[src/rtl/gsc_pkg.sv]
// Shared types, codes and the arctangent table of the stick conditioner.
`default_nettype none
package gsc_pkg;

  typedef enum logic [2:0] {
    S_IDLE,
    S_DIV,
    S_INIT,
    S_ITER,
    S_DONE
  } gsc_state_t;

  localparam logic [2:0] ADDR_DZ_X = 3'd0;
  localparam logic [2:0] ADDR_DZ_Y = 3'd4;
  localparam logic [14:0] DZ_RESET = 15'd4915;
  localparam logic [3:0] DIV_BITS = 4'd15;
  localparam logic [4:0] CORDIC_LAST = 5'd17;

  typedef struct packed {
    logic       load;
    logic       div_step;
    logic [3:0] div_bit;
    logic       init;
    logic       iter;
    logic [4:0] idx;
    logic       last;
    logic       sel;
    logic       finish;
  } gsc_cmd_t;

  typedef struct packed {
    logic        present;
    logic [15:0] held;
    logic [15:0] pressed;
    logic [15:0] released;
    logic [15:0] lx;
    logic [15:0] ly;
    logic [15:0] rx;
    logic [15:0] ry;
    logic [15:0] la;
    logic [15:0] ra;
    logic [15:0] lt;
    logic [15:0] rt;
  } gsc_res_t;

  // atan(2^-i), pi = 2^19
  function automatic logic [17:0] gsc_atan(input logic [4:0] i);
    logic [17:0] v;
    unique case (i)
      5'd0:  v = 18'd131072;
      5'd1:  v = 18'd77376;
      5'd2:  v = 18'd40884;
      5'd3:  v = 18'd20753;
      5'd4:  v = 18'd10417;
      5'd5:  v = 18'd5213;
      5'd6:  v = 18'd2607;
      5'd7:  v = 18'd1304;
      5'd8:  v = 18'd652;
      5'd9:  v = 18'd326;
      5'd10: v = 18'd163;
      5'd11: v = 18'd81;
      5'd12: v = 18'd41;
      5'd13: v = 18'd20;
      5'd14: v = 18'd10;
      5'd15: v = 18'd5;
      5'd16: v = 18'd3;
      5'd17: v = 18'd1;
      default: v = 18'd0;
    endcase
    return v;
  endfunction

endpackage
`default_nettype wire

[src/rtl/gsc_ctrl.sv]
// Sequencer: divide, then CORDIC and square root per stick, then hand off.
`default_nettype none
module gsc_ctrl
  import gsc_pkg::*;
(
  input  wire logic     clk,
  input  wire logic     rst_n,
  input  wire logic     in_tvalid,
  output logic          in_tready,
  input  wire logic     out_free,
  output gsc_cmd_t      cmd
);

  gsc_state_t state_r, state_nxt;
  logic [4:0] cnt_r, cnt_nxt;
  logic       sel_r, sel_nxt;

  always_ff @(posedge clk) begin
    if (!rst_n) begin
      state_r <= S_IDLE;
      cnt_r   <= '0;
      sel_r   <= 1'b0;
    end else begin
      state_r <= state_nxt;
      cnt_r   <= cnt_nxt;
      sel_r   <= sel_nxt;
    end
  end

  always_comb begin
    state_nxt = state_r;
    cnt_nxt   = cnt_r;
    sel_nxt   = sel_r;
    unique case (state_r)
      S_IDLE: begin
        if (in_tvalid) begin
          state_nxt = S_DIV;
          cnt_nxt   = '0;
        end
      end
      S_DIV: begin
        if (cnt_r == 5'(DIV_BITS - 4'd1)) begin
          state_nxt = S_INIT;
          sel_nxt   = 1'b0;
        end else begin
          cnt_nxt = cnt_r + 5'd1;
        end
      end
      S_INIT: begin
        state_nxt = S_ITER;
        cnt_nxt   = '0;
      end
      S_ITER: begin
        if (cnt_r == CORDIC_LAST) begin
          if (!sel_r) begin
            sel_nxt   = 1'b1;
            state_nxt = S_INIT;
          end else begin
            state_nxt = S_DONE;
          end
        end else begin
          cnt_nxt = cnt_r + 5'd1;
        end
      end
      S_DONE: begin
        if (out_free) state_nxt = S_IDLE;
      end
      default: state_nxt = S_IDLE;
    endcase
  end

  always_comb begin
    in_tready    = (state_r == S_IDLE);
    cmd          = '0;
    cmd.sel      = sel_r;
    cmd.idx      = cnt_r;
    cmd.div_bit  = 4'(DIV_BITS - 4'd1 - cnt_r[3:0]);
    unique case (state_r)
      S_IDLE: cmd.load     = in_tvalid;
      S_DIV:  cmd.div_step = 1'b1;
      S_INIT: cmd.init     = 1'b1;
      S_ITER: begin
        cmd.iter = 1'b1;
        cmd.last = (cnt_r == CORDIC_LAST);
      end
      S_DONE: cmd.finish   = out_free;
      default: cmd = '0;
    endcase
  end

`ifndef SYNTH
  a_finish_free: assert property (@(posedge clk) disable iff (!rst_n)
    cmd.finish |-> out_free) else $error("result loaded into a full output register");
  a_accept_div: assert property (@(posedge clk) disable iff (!rst_n)
    (in_tvalid && in_tready) |=> (state_r == S_DIV)) else $error("transfer not followed by divide");
  a_cnt_range: assert property (@(posedge clk) disable iff (!rst_n)
    cnt_r <= CORDIC_LAST) else $error("step counter out of range");
`endif

endmodule
`default_nettype wire

[src/rtl/gsc_dp.sv]
// Datapath: axis dividers, shared CORDIC and square root, button history.
`default_nettype none
module gsc_dp
  import gsc_pkg::*;
#(
  parameter int PAD_COUNT = 4
)(
  input  wire logic               clk,
  input  wire logic               rst_n,
  input  wire gsc_cmd_t           cmd,
  input  wire logic [1:0]         pad_index,
  input  wire logic               connected,
  input  wire logic [15:0]        buttons,
  input  wire logic signed [15:0] axis_in [4],
  input  wire logic [14:0]        dz_x,
  input  wire logic [14:0]        dz_y,
  output gsc_res_t                res
);

  localparam int IW = (PAD_COUNT > 1) ? $clog2(PAD_COUNT) : 1;

  logic [15:0] last_r [PAD_COUNT];
  logic [15:0] last_cap_r, btn_r;
  logic        conn_r, pad_ok_r, pad_ok;
  logic [IW-1:0] pidx;

  // per-axis divider lanes: lx, ly, rx, ry
  logic [29:0] rem_r [4];
  logic [14:0] den_r [4];
  logic [14:0] q_r   [4];
  logic        zero_r[4];
  logic        neg_r [4];
  logic signed [15:0] axv [4];

  logic signed [27:0] cx_r, cy_r, cx_nxt, cy_nxt, dxs, dys;
  logic signed [21:0] z_r, z_nxt, at;
  logic signed [21:0] zr;
  logic        spec_r;
  logic [15:0] spec_val_r;
  logic [29:0] sqx_r, sqy_r;
  logic [31:0] v_r, res_r, bitv, sum;
  logic [3:0]  k;
  logic [15:0] ang_r [2];
  logic [15:0] tilt_r[2];

  logic signed [15:0] xs, ys;
  logic [14:0] axa, aya;
  logic signed [27:0] cx0, cy0;

  assign pad_ok = (32'(pad_index) < PAD_COUNT);
  assign pidx   = IW'(pad_index);

  always_ff @(posedge clk) begin
    if (!rst_n) begin
      for (int p = 0; p < PAD_COUNT; p++) last_r[p] <= '0;
    end else if (cmd.load && connected && pad_ok) begin
      last_r[pidx] <= buttons;
    end
  end

  always_ff @(posedge clk) begin
    if (cmd.load) begin
      last_cap_r <= pad_ok ? last_r[pidx] : 16'd0;
      btn_r      <= buttons;
      conn_r     <= connected;
      pad_ok_r   <= pad_ok;
    end
  end

  // divider lanes: q = (m - dz) * 32767 / (32767 - dz), one bit a cycle
  always_ff @(posedge clk) begin
    for (int l = 0; l < 4; l++) begin
      logic [14:0] mag, dz, d;
      logic [30:0] trial;
      dz    = l[0] ? dz_y : dz_x;
      mag   = (axis_in[l] == 16'sh8000) ? 15'h7FFF :
              (axis_in[l][15] ? 15'(-axis_in[l]) : axis_in[l][14:0]);
      d     = mag - dz;
      trial = {1'b0, rem_r[l]} - (31'(den_r[l]) << cmd.div_bit);
      if (cmd.load) begin
        neg_r[l]  <= axis_in[l][15];
        zero_r[l] <= (mag <= dz);
        den_r[l]  <= 15'h7FFF - dz;
        rem_r[l]  <= {d, 15'd0} - 30'(d);
        q_r[l]    <= '0;
      end else if (cmd.div_step) begin
        q_r[l] <= {q_r[l][13:0], ~trial[30]};
        if (!trial[30]) rem_r[l] <= trial[29:0];
      end
    end
  end

  always_comb begin
    for (int l = 0; l < 4; l++) begin
      axv[l] = zero_r[l] ? 16'sd0 :
               (neg_r[l] ? -$signed({1'b0, q_r[l]}) : $signed({1'b0, q_r[l]}));
    end
  end

  // CORDIC vectoring and square root for the selected stick
  always_comb begin
    xs  = cmd.sel ? axv[2] : axv[0];
    ys  = cmd.sel ? axv[3] : axv[1];
    axa = xs[15] ? 15'(-xs) : xs[14:0];
    aya = ys[15] ? 15'(-ys) : ys[14:0];
    cx0 = {{4{xs[15]}}, xs, 8'd0};
    cy0 = {{4{ys[15]}}, ys, 8'd0};
    dxs = cy_r >>> cmd.idx;
    dys = cx_r >>> cmd.idx;
    at  = $signed({4'd0, gsc_atan(cmd.idx)});
    if (!cy_r[27]) begin
      cx_nxt = cx_r + dxs;
      cy_nxt = cy_r - dys;
      z_nxt  = z_r + at;
    end else begin
      cx_nxt = cx_r - dxs;
      cy_nxt = cy_r + dys;
      z_nxt  = z_r - at;
    end
    zr   = z_nxt + 22'sd8;
    k    = 4'(cmd.idx - 5'd1);
    bitv = 32'h4000_0000 >> {k, 1'b0};
    sum  = res_r + bitv;
  end

  always_ff @(posedge clk) begin
    if (cmd.init) begin
      sqx_r <= axa * axa;
      sqy_r <= aya * aya;
      spec_r <= (xs == 16'sd0) || (ys == 16'sd0);
      if (ys == 16'sd0)      spec_val_r <= xs[15] ? 16'h8000 : 16'h0000;
      else if (xs[15] == 1'b0 && xs == 16'sd0) spec_val_r <= ys[15] ? 16'hC000 : 16'h4000;
      else                   spec_val_r <= 16'h0000;
      if (xs[15]) begin
        if (!ys[15]) begin
          cx_r <= cy0;
          cy_r <= -cx0;
          z_r  <= 22'sd262144;
        end else begin
          cx_r <= -cy0;
          cy_r <= cx0;
          z_r  <= -22'sd262144;
        end
      end else begin
        cx_r <= cx0;
        cy_r <= cy0;
        z_r  <= '0;
      end
    end else if (cmd.iter) begin
      cx_r <= cx_nxt;
      cy_r <= cy_nxt;
      z_r  <= z_nxt;
      if (cmd.idx == 5'd0) begin
        v_r   <= 32'(sqx_r) + 32'(sqy_r);
        res_r <= '0;
      end else if (cmd.idx <= 5'd16) begin
        if (v_r >= sum) begin
          v_r   <= v_r - sum;
          res_r <= (res_r >> 1) + bitv;
        end else begin
          res_r <= res_r >> 1;
        end
      end
      if (cmd.last) begin
        ang_r[cmd.sel]  <= spec_r ? spec_val_r : zr[19:4];
        tilt_r[cmd.sel] <= (res_r > 32'd32768) ? 16'h8000 : res_r[15:0];
      end
    end
  end

  always_comb begin
    logic ok;
    ok           = conn_r && pad_ok_r;
    res.present  = ok;
    res.held     = !pad_ok_r ? 16'd0 : (conn_r ? btn_r : last_cap_r);
    res.pressed  = ok ? (btn_r & ~last_cap_r) : 16'd0;
    res.released = ok ? (last_cap_r & ~btn_r) : 16'd0;
    res.lx       = ok ? axv[0] : 16'd0;
    res.ly       = ok ? axv[1] : 16'd0;
    res.rx       = ok ? axv[2] : 16'd0;
    res.ry       = ok ? axv[3] : 16'd0;
    res.la       = ok ? ang_r[0] : 16'd0;
    res.ra       = ok ? ang_r[1] : 16'd0;
    res.lt       = ok ? tilt_r[0] : 16'd0;
    res.rt       = ok ? tilt_r[1] : 16'd0;
  end

endmodule
`default_nettype wire

[src/rtl/gamepad_stick_conditioner.sv]
// Gamepad stick conditioner: top level with config registers and output register.
//
// Input stream: one pad poll sample per transfer (pad index and connected
// flag in in_tuser, buttons and four raw axes in in_tdata).
// Output stream: one result per input: conditioned axes, stick angles and
// tilts, held/pressed/released button masks; pad_present in out_tuser.
// Steps: accept, divide (four axes in parallel lanes), then CORDIC and square
// root side by side for the left stick and then the right stick, and hand-off.
// in_tready is high only while the sequencer is idle; one item is in work.
// The result sits in an output register; a new item is accepted while it
// waits, and a finished item waits in the sequencer if that register is full.
// Reset (rst_n low, synchronous) clears button history of all pads, sets
// both deadzones to 4915 and empties the output register.
// Config: APB-style, horizontal deadzone at 0x0, vertical deadzone at 0x4,
// write only idle.
`default_nettype none
module gamepad_stick_conditioner
  import gsc_pkg::*;
#(
  parameter int PAD_COUNT = 4
)(
  input  wire logic         clk,
  input  wire logic         rst_n,
  input  wire logic         in_tvalid,
  output logic              in_tready,
  input  wire logic [79:0]  in_tdata,   // buttons, left_x, left_y, right_x, right_y
  input  wire logic [2:0]   in_tuser,   // pad_index, connected
  output logic              out_tvalid,
  input  wire logic         out_tready,
  // buttons_held, buttons_pressed, buttons_released, left_x_out, left_y_out,
  // right_x_out, right_y_out, left_angle, right_angle, left_tilt, right_tilt
  output logic [175:0]      out_tdata,
  output logic [0:0]        out_tuser,  // pad_present
  input  wire logic         cfg_psel,
  input  wire logic         cfg_penable,
  input  wire logic         cfg_pwrite,
  input  wire logic [2:0]   cfg_paddr,
  input  wire logic [31:0]  cfg_pwdata,
  output logic [31:0]       cfg_prdata,
  output logic              cfg_pready
);

  logic [14:0] dz_x_r, dz_y_r;
  logic        out_valid_r;
  gsc_res_t    out_r;
  gsc_res_t    res;
  gsc_cmd_t    cmd;
  logic        out_free;
  logic signed [15:0] axis_in [4];

  assign cfg_pready = 1'b1;

  always_ff @(posedge clk) begin
    if (!rst_n) begin
      dz_x_r <= DZ_RESET;
      dz_y_r <= DZ_RESET;
    end else if (cfg_psel && cfg_penable && cfg_pwrite) begin
      if (cfg_paddr == ADDR_DZ_X) dz_x_r <= cfg_pwdata[14:0];
      if (cfg_paddr == ADDR_DZ_Y) dz_y_r <= cfg_pwdata[14:0];
    end
  end

  always_comb begin
    if (cfg_paddr == ADDR_DZ_X)      cfg_prdata = {17'd0, dz_x_r};
    else if (cfg_paddr == ADDR_DZ_Y) cfg_prdata = {17'd0, dz_y_r};
    else                             cfg_prdata = 32'd0;
  end

  assign axis_in[0] = in_tdata[31:16];
  assign axis_in[1] = in_tdata[47:32];
  assign axis_in[2] = in_tdata[63:48];
  assign axis_in[3] = in_tdata[79:64];

  assign out_free = !out_valid_r || out_tready;

  gsc_ctrl u_ctrl (
    .clk       (clk),
    .rst_n     (rst_n),
    .in_tvalid (in_tvalid),
    .in_tready (in_tready),
    .out_free  (out_free),
    .cmd       (cmd)
  );

  gsc_dp #(.PAD_COUNT(PAD_COUNT)) u_dp (
    .clk       (clk),
    .rst_n     (rst_n),
    .cmd       (cmd),
    .pad_index (in_tuser[1:0]),
    .connected (in_tuser[2]),
    .buttons   (in_tdata[15:0]),
    .axis_in   (axis_in),
    .dz_x      (dz_x_r),
    .dz_y      (dz_y_r),
    .res       (res)
  );

  always_ff @(posedge clk) begin
    if (!rst_n) begin
      out_valid_r <= 1'b0;
    end else if (cmd.finish) begin
      out_valid_r <= 1'b1;
    end else if (out_tready) begin
      out_valid_r <= 1'b0;
    end
  end

  always_ff @(posedge clk) begin
    if (cmd.finish) out_r <= res;
  end

  assign out_tvalid = out_valid_r;
  assign out_tuser  = out_r.present;
  assign out_tdata  = {out_r.rt, out_r.lt, out_r.ra, out_r.la, out_r.ry, out_r.rx,
                       out_r.ly, out_r.lx, out_r.released, out_r.pressed, out_r.held};

endmodule
`default_nettype wire
[config.mk]
export PLATFORM = sky130hd
export DESIGN_NAME = gamepad_stick_conditioner
export DESIGN_NICKNAME = d
export VERILOG_FILES = /design/src/rtl/gsc_pkg.sv /design/src/rtl/gsc_ctrl.sv /design/src/rtl/gsc_dp.sv /design/src/rtl/gamepad_stick_conditioner.sv
export SDC_FILE = /design/constraint.sdc
export NUM_CORES = 2
export LEC_CHECK = 0
export ABC_AREA = 0
export ABC_CLOCK_PERIOD_IN_PS = 12060
export BUFFER_PORTS_ARGS = -buffer_cell sky130_fd_sc_hd__buf_4
export CORE_ASPECT_RATIO = 1.75
export CORE_MARGIN = 2
export CORE_UTILIZATION = 35
export CTS_BUF_LIST = sky130_fd_sc_hd__clkbuf_16
export DETAILED_ROUTE_END_ITERATION = 6
export PLACE_DENSITY = 0.54
export SYNTH_ARGS = -nofsm -noshare
export SYNTH_HDL_FRONTEND = slang
export SYNTH_SLANG_ARGS = --single-unit
[constraint.sdc]
create_clock -name clk -period 12.06 [get_ports clk]
set_clock_uncertainty 0.05 [all_clocks]
set_input_delay 2.412 -clock clk [delete_from_list [all_inputs] [get_ports clk]]
set_output_delay 2.412 -clock clk [all_outputs]
set_load 0.05 [all_outputs]
# After elaboration in Yosys (flattened, before gate mapping)
# Memory sizes are Yosys's and may differ from the RTL's. A register that Yosys moved wholly into a read port is not among the register bits.
# Cells that the tools add are included.
[word_totals] ff_bits=389 ram_bits=376 mem_bits_ro=576 inputBits=125 out_inout_bits=212 wordCells=269 n_memories=9
[op_classes] add_sub_neg=40 n_mul=2 n_lt_le_gt_ge=7 eq_ne=17 shifts=7 n_mux=113 bitwise=18 reduce_logical=31
[memory_table] memory="(no name shown)" words=32 width=18 rd=1 rd_ports_with_merged_regs=0 wr=0 line="gsc_pkg.sv:49" rtl="unique case (i)"
[memory_table] memory="u_dp.rem_r" words=4 width=30 rd=4 rd_ports_with_merged_regs=0 wr=4 line="gsc_dp.sv:28" rtl="logic [29:0] rem_r [4];"
[memory_table] memory="u_dp.last_r" words=4 width=16 rd=1 rd_ports_with_merged_regs=1 wr=4 line="gsc_dp.sv:22" rtl="logic [15:0] last_r [PAD_COUNT];"
[memory_table] memory="u_dp.den_r" words=4 width=15 rd=4 rd_ports_with_merged_regs=0 wr=4 line="gsc_dp.sv:29" rtl="logic [14:0] den_r [4];"
[memory_table] memory="u_dp.q_r" words=4 width=15 rd=4 rd_ports_with_merged_regs=0 wr=4 line="gsc_dp.sv:30" rtl="logic [14:0] q_r [4];"
[memory_table] memory="u_dp.ang_r" words=2 width=16 rd=2 rd_ports_with_merged_regs=2 wr=1 line="gsc_dp.sv:43" rtl="logic [15:0] ang_r [2];"
[memory_table] memory="+3 memories"
[op_table] op="$mux 16" count=18
[op_table] op="$mux 28" count=10
[op_table] op="$mux 15" count=16
[op_table] op="$mux 32" count=5
[op_table] op="$shl 15x4->31" count=4
[op_table] op="$sub 30x31->31" count=4
[op_table] op="$mux 30" count=4
[op_table] op="$sub 30x15->30" count=4
[op_table] op="$mux 22" count=5
[op_table] op="$neg 15->15" count=6
[op_table] op="$eq 16x16->1 const B" count=4
[op_table] op="$neg 15->16" count=4
[op_table] op="$le 15x15->1" count=4
[op_table] op="$mul 15x15->30" count=2
[op_table] op="$sub 15x15->15" count=4
[op_table] op="$add 28x28->28" count=2
[op_table] op="$neg 24->28" count=2
[op_table] op="$sshr 28x5->28" count=2
[op_table] op="$sub 28x28->28" count=2
[op_table] op="$mux 1" count=41
[op_table] op="$add 31x32->32" count=1
[op_table] op="$add 32x32->32" count=1
[op_table] op="$and 16x16->16" count=2
[op_table] op="$ge 32x32->1" count=1
[op_table] op="42 further kinds" count=87

# Logic depth before layout (Yosys ltp)
[logic_depth] depth_word=10 ltp_mapped=39 ltp_nobuf=39

# Cells and area by module
# Synthesis repeated with hierarchy kept, for this count alone.
[hier_totals] cells_unflattened=7607 hier_area_um2=72004.1
[modules_own_cells] module="gsc_dp" n_inst=1 cells_per_inst=7165 area_per_inst_um2=64389.3 seq_area_each_um2=17416.7
[modules_own_cells] module="gamepad_stick_conditioner" n_inst=1 cells_per_inst=362 area_per_inst_um2=6942.9 seq_area_each_um2=5935.7
[modules_own_cells] module="gsc_ctrl" n_inst=1 cells_per_inst=80 area_per_inst_um2=671.9 seq_area_each_um2=180.2

# Worst setup path before layout
# No wires, ideal clock.
[synth_path] kind="input port to flip-flop" start="in out_tready" end="reg out_r (netlist bit out_tdata[0]), enable pin" setup_ns=0.716 arrival_ns=9.821 required_time_ns=11.294 slack_ns=1.473 cell_stages=2 path_buffers=0 cell_sequence="nor2b_1 > nor2_1"
[synth_rtl] element="start, declared" line="gamepad_stick_conditioner.sv:29" rtl="input wire logic out_tready,"
[synth_rtl] element="end signal, assigned" line="gamepad_stick_conditioner.sv:109" rtl="if (cmd.finish) out_r <= res;"
[synth_rtl] element="end, declared" line="gamepad_stick_conditioner.sv:45" rtl="gsc_res_t out_r;"

==> results.yml <==
cells_and_area:
  instances_no_fill: 10700
  drive_above_1_share_pct: 9.67
  seqCellArea_um2: 23500
  stdcell_area_um2: 80700
  fin_nets: 8962
  fillerInstances: 20500
  syn2layout_area_growth_pct: 11.8
  layout_commonest_cell: "edfxtp_1"
  multi_input_area_um2: 45300
  mostFrequentLayoutCells: "757 x edfxtp_1, 730 x nor2_1, 701 x nand2_1"
grt:
  grt_max_degree: 108
  grt-ovfl-total: 0
  grt_pass1_vias: 60500
  antenna_found_initial: 8
  grt_use_total_pct: 22.9
  grt_pass1_wl_um: 366000
floorplan:
  fp.dieW_um: 347
  rows: 220
  pin_count: 337
  fp.coreArea_um2: 205000
  die_h_um: 605
  initial_core_util_pct: 35.2
  dieArea_um2: 210000
sta:
  fin_setup_tns_ns: 0
  rsz0062_at_grt: "false"
  min_period_ns: 10.46
  hold_violations: 0
  report.final.slew_viol_count: 0
  whs_ns: 0.429
  slew_headroom_pct: 6.43
  fin_crit_sh_pct: 86.7
  setup_viol: 0
  timing.fmax_mhz: 95.6
  tightest_slew_ns: 1.40
synth:
  synthAdderAreaFrac_pct: 17.7
  synthCells: 7758
  synth_seq_cells: 797
  synth_compound_area_share_pct: 16.1
  synth_flop_cell: "edfxtp_1"
  syn_area_um2: 72200
  seq_area_frac_synth_pct: 32.6
  yosys_warnings: 0
  synth_top_family_by_area: "adder cells"
  synth_edf_count: 757
  synthXorXnorAreaFrac_pct: 7.49
  syn_area_per_cell_um2: 9.30
  synthMuxAreaShare_pct: 3.83
  synth_simple_gate_area_share_pct: 17.4
  synth.distinct_cells: 115
  synth-async-reset-ratio_pct: 0
job:
  max_cap_viol_count: 0
power_and_ir_drop:
  powerDensity_nw_per_um2: 230
  p_leak_nw: 33.4
  total_power_mw: 18.5
  ir_drop_v: 0.000486
clocking:
  cts_buffer_depth: 3
  clk_pin_slew_worst_paths_ns: 0.07
  cts.sinks: 797
  cts-root-buf: "clkbuf_16"
  ctsHoldBuffers: 0
  worstSkewPairLatency_ns: 0.75
  htree_levels: 3
  cts_resized: 0
  tritoncts: "done"
  cts_setup_buffers: 0
  cts_made_buffers: 88
setup_path:
  required_ns: 12.46
  crit_fanout: 55
  cp.arrival_ns: 10.86
  crit_type: "reg2reg"
  cpMaxStageDelayCell: "fa_1"
  endpoint_kind: "register"
  cpPeakStageDelay_ns: 0.54
  crit_path_start_kind: "register"
drt:
  vias: 59200
  drc: 0
  ant_nets: 0
  avgViaCountPerCell: 5.52
  drt_wl_total_um: 245000
  dr.pass1.iters: 6
  post_drt_wl_per_cell_um: 22.9
  drtIter0Drc: 3830
placement:
  place.port_buffers: 301
  place_inst: 10600
  dpl.hpwl_um: 192000
  post_dp_cell_area_um2: 77600
  place_congestion: 1.01
hold_path:
  hp-class: "reg2reg"
status:
  outcome: "complete, no violations"
worst paths after layout:
check | from | to | slack (ns) | depth (start not counted)
max | u_dp.q_r[1][8]$_SDFFCE_PN0P_ | u_dp.sqx_r[29]$_DFFE_PP_ | 1.60 | 36
min | dz_y_r[14]$_SDFFE_PN0P_ | dz_y_r[14]$_SDFFE_PN0P_ | 0.43 | 2
max reg2reg | u_dp.q_r[1][8]$_SDFFCE_PN0P_ | u_dp.sqx_r[29]$_DFFE_PP_ | 1.60 | 36
min reg2reg | dz_y_r[14]$_SDFFE_PN0P_ | dz_y_r[14]$_SDFFE_PN0P_ | 0.43 | 2
area by class of cell:
| class | instances | area share, % |
|---|---|---|
| tap | 2664 | 4.13 |
| clock buffer | 88 | 2.73 |
| clock inverter | 77 | 1.04 |
| sequential | 797 | 29.2 |
| inverter | 610 | 2.84 |
| antenna | 4 | 0.0124 |
| multi-input combinational | 6073 | 56.2 |
| timing repair buffer | 419 | 3.90 |
kinds of logic after synthesis:
| family | after synthesis |
|---|---|
| AO/OA/AOI/OAI | 1771 |
| XOR/XNOR | 612 |
| adder cells (fa/ha/maj) | 848 |
| buffers and inverters | 904 |
| flip-flops | 797 |
| multiplexers | 233 |
| other | 2 |
| AND/OR/NAND/NOR | 2591 |
where the power goes:
group          switching [mW]  internal, mW  leakage (nW)
Clock                    1.30          1.60          1.53
Combinational            6.84          5.00          24.5
Sequential             0.0861          3.72          7.37
registers in the layout, summed over array words and instances (netlist names), 3 cells and up:
name,count
dz_x_r,15
dz_y_r,15
out_tdata,176
u_ctrl.cnt_r,5
u_ctrl.state_r,3
u_dp.ang_r,32
u_dp.btn_r,16
u_dp.cx_r,28
u_dp.cy_r,28
u_dp.den_r,30
u_dp.last_cap_r,16
u_dp.last_r,64
u_dp.neg_r,4
u_dp.q_r,60
u_dp.rem_r,120
u_dp.res_r,32
u_dp.sqx_r,29
u_dp.sqy_r,29
u_dp.tilt_r,32
u_dp.v_r,32
u_dp.z_r,20
u_dp.zero_r,4
worst max-delay path: cells and delay by family, from the launching register on:
| kind | cells | cell delay, ns |
|---|---|---|
| multiplexers | 1 | 0.27 |
| XOR/XNOR | 2 | 0.31 |
| adder cells (fa/ha/maj) | 7 | 3.21 |
| AND/OR/NAND/NOR | 10 | 2.61 |
| buffers and inverters | 9 | 1.53 |
| flip-flops | 1 | 0.44 |
| AO/OA/AOI/OAI | 7 | 1.73 |
cell usage after synthesis, types with 39 or more instances:
cell,number,share of area [%]
ha_1,562,9.7
inv_1,595,3.1
fa_1,286,7.9
nand2_1,704,3.7
a21oi_1,449,3.1
nor2_1,735,3.8
and3_1,58,0.50
a31oi_1,84,0.73
a21boi_0,42,0.44
nand4_1,39,0.34
o21bai_1,53,0.55
o21ai_0,350,2.4
xnor2_1,343,4.2
nor2b_1,108,0.94
and2_1,270,2.3
edfxtp_1,757,31
xor2_1,263,3.2
o31ai_1,56,0.58
dfxtp_1,40,1.1
nand3_1,146,1.0
o211ai_1,112,1.2
clkbuf_1,220,1.1
mux2i_1,156,2.2
nand2b_1,99,0.86
nor3_1,131,0.91
o21a_1,98,1.0
or3_1,84,0.73
a21o_1,135,1.4
a211oi_1,70,0.73
mux2_2,47,0.73
or2_2,49,0.42
per-layer routing:
layer / part of all wire, % / routed length, µm / GRT usage (%) / up-vias
li1: - / - / - / 28100
met1: 36 / 87100 / 23.6 / 28700
met2: 52 / 127000 / 42.2 / 1741
met3: 4.1 / 10100 / 2.56 / 690
met4: 8.7 / 21400 / 17.4 / 4
met5: 0.0061 / 15 / 0 / -
metrics by stage:
step	util, %	setup slack (ns)
detailed placement	37.9	1.67
CTS	39.3	1.60
floorplan	-	1.47
global route	39.3	0.957
finish	39.3	1.60
global placement	37.9	1.67
Power figures use the tool's default switching activity.
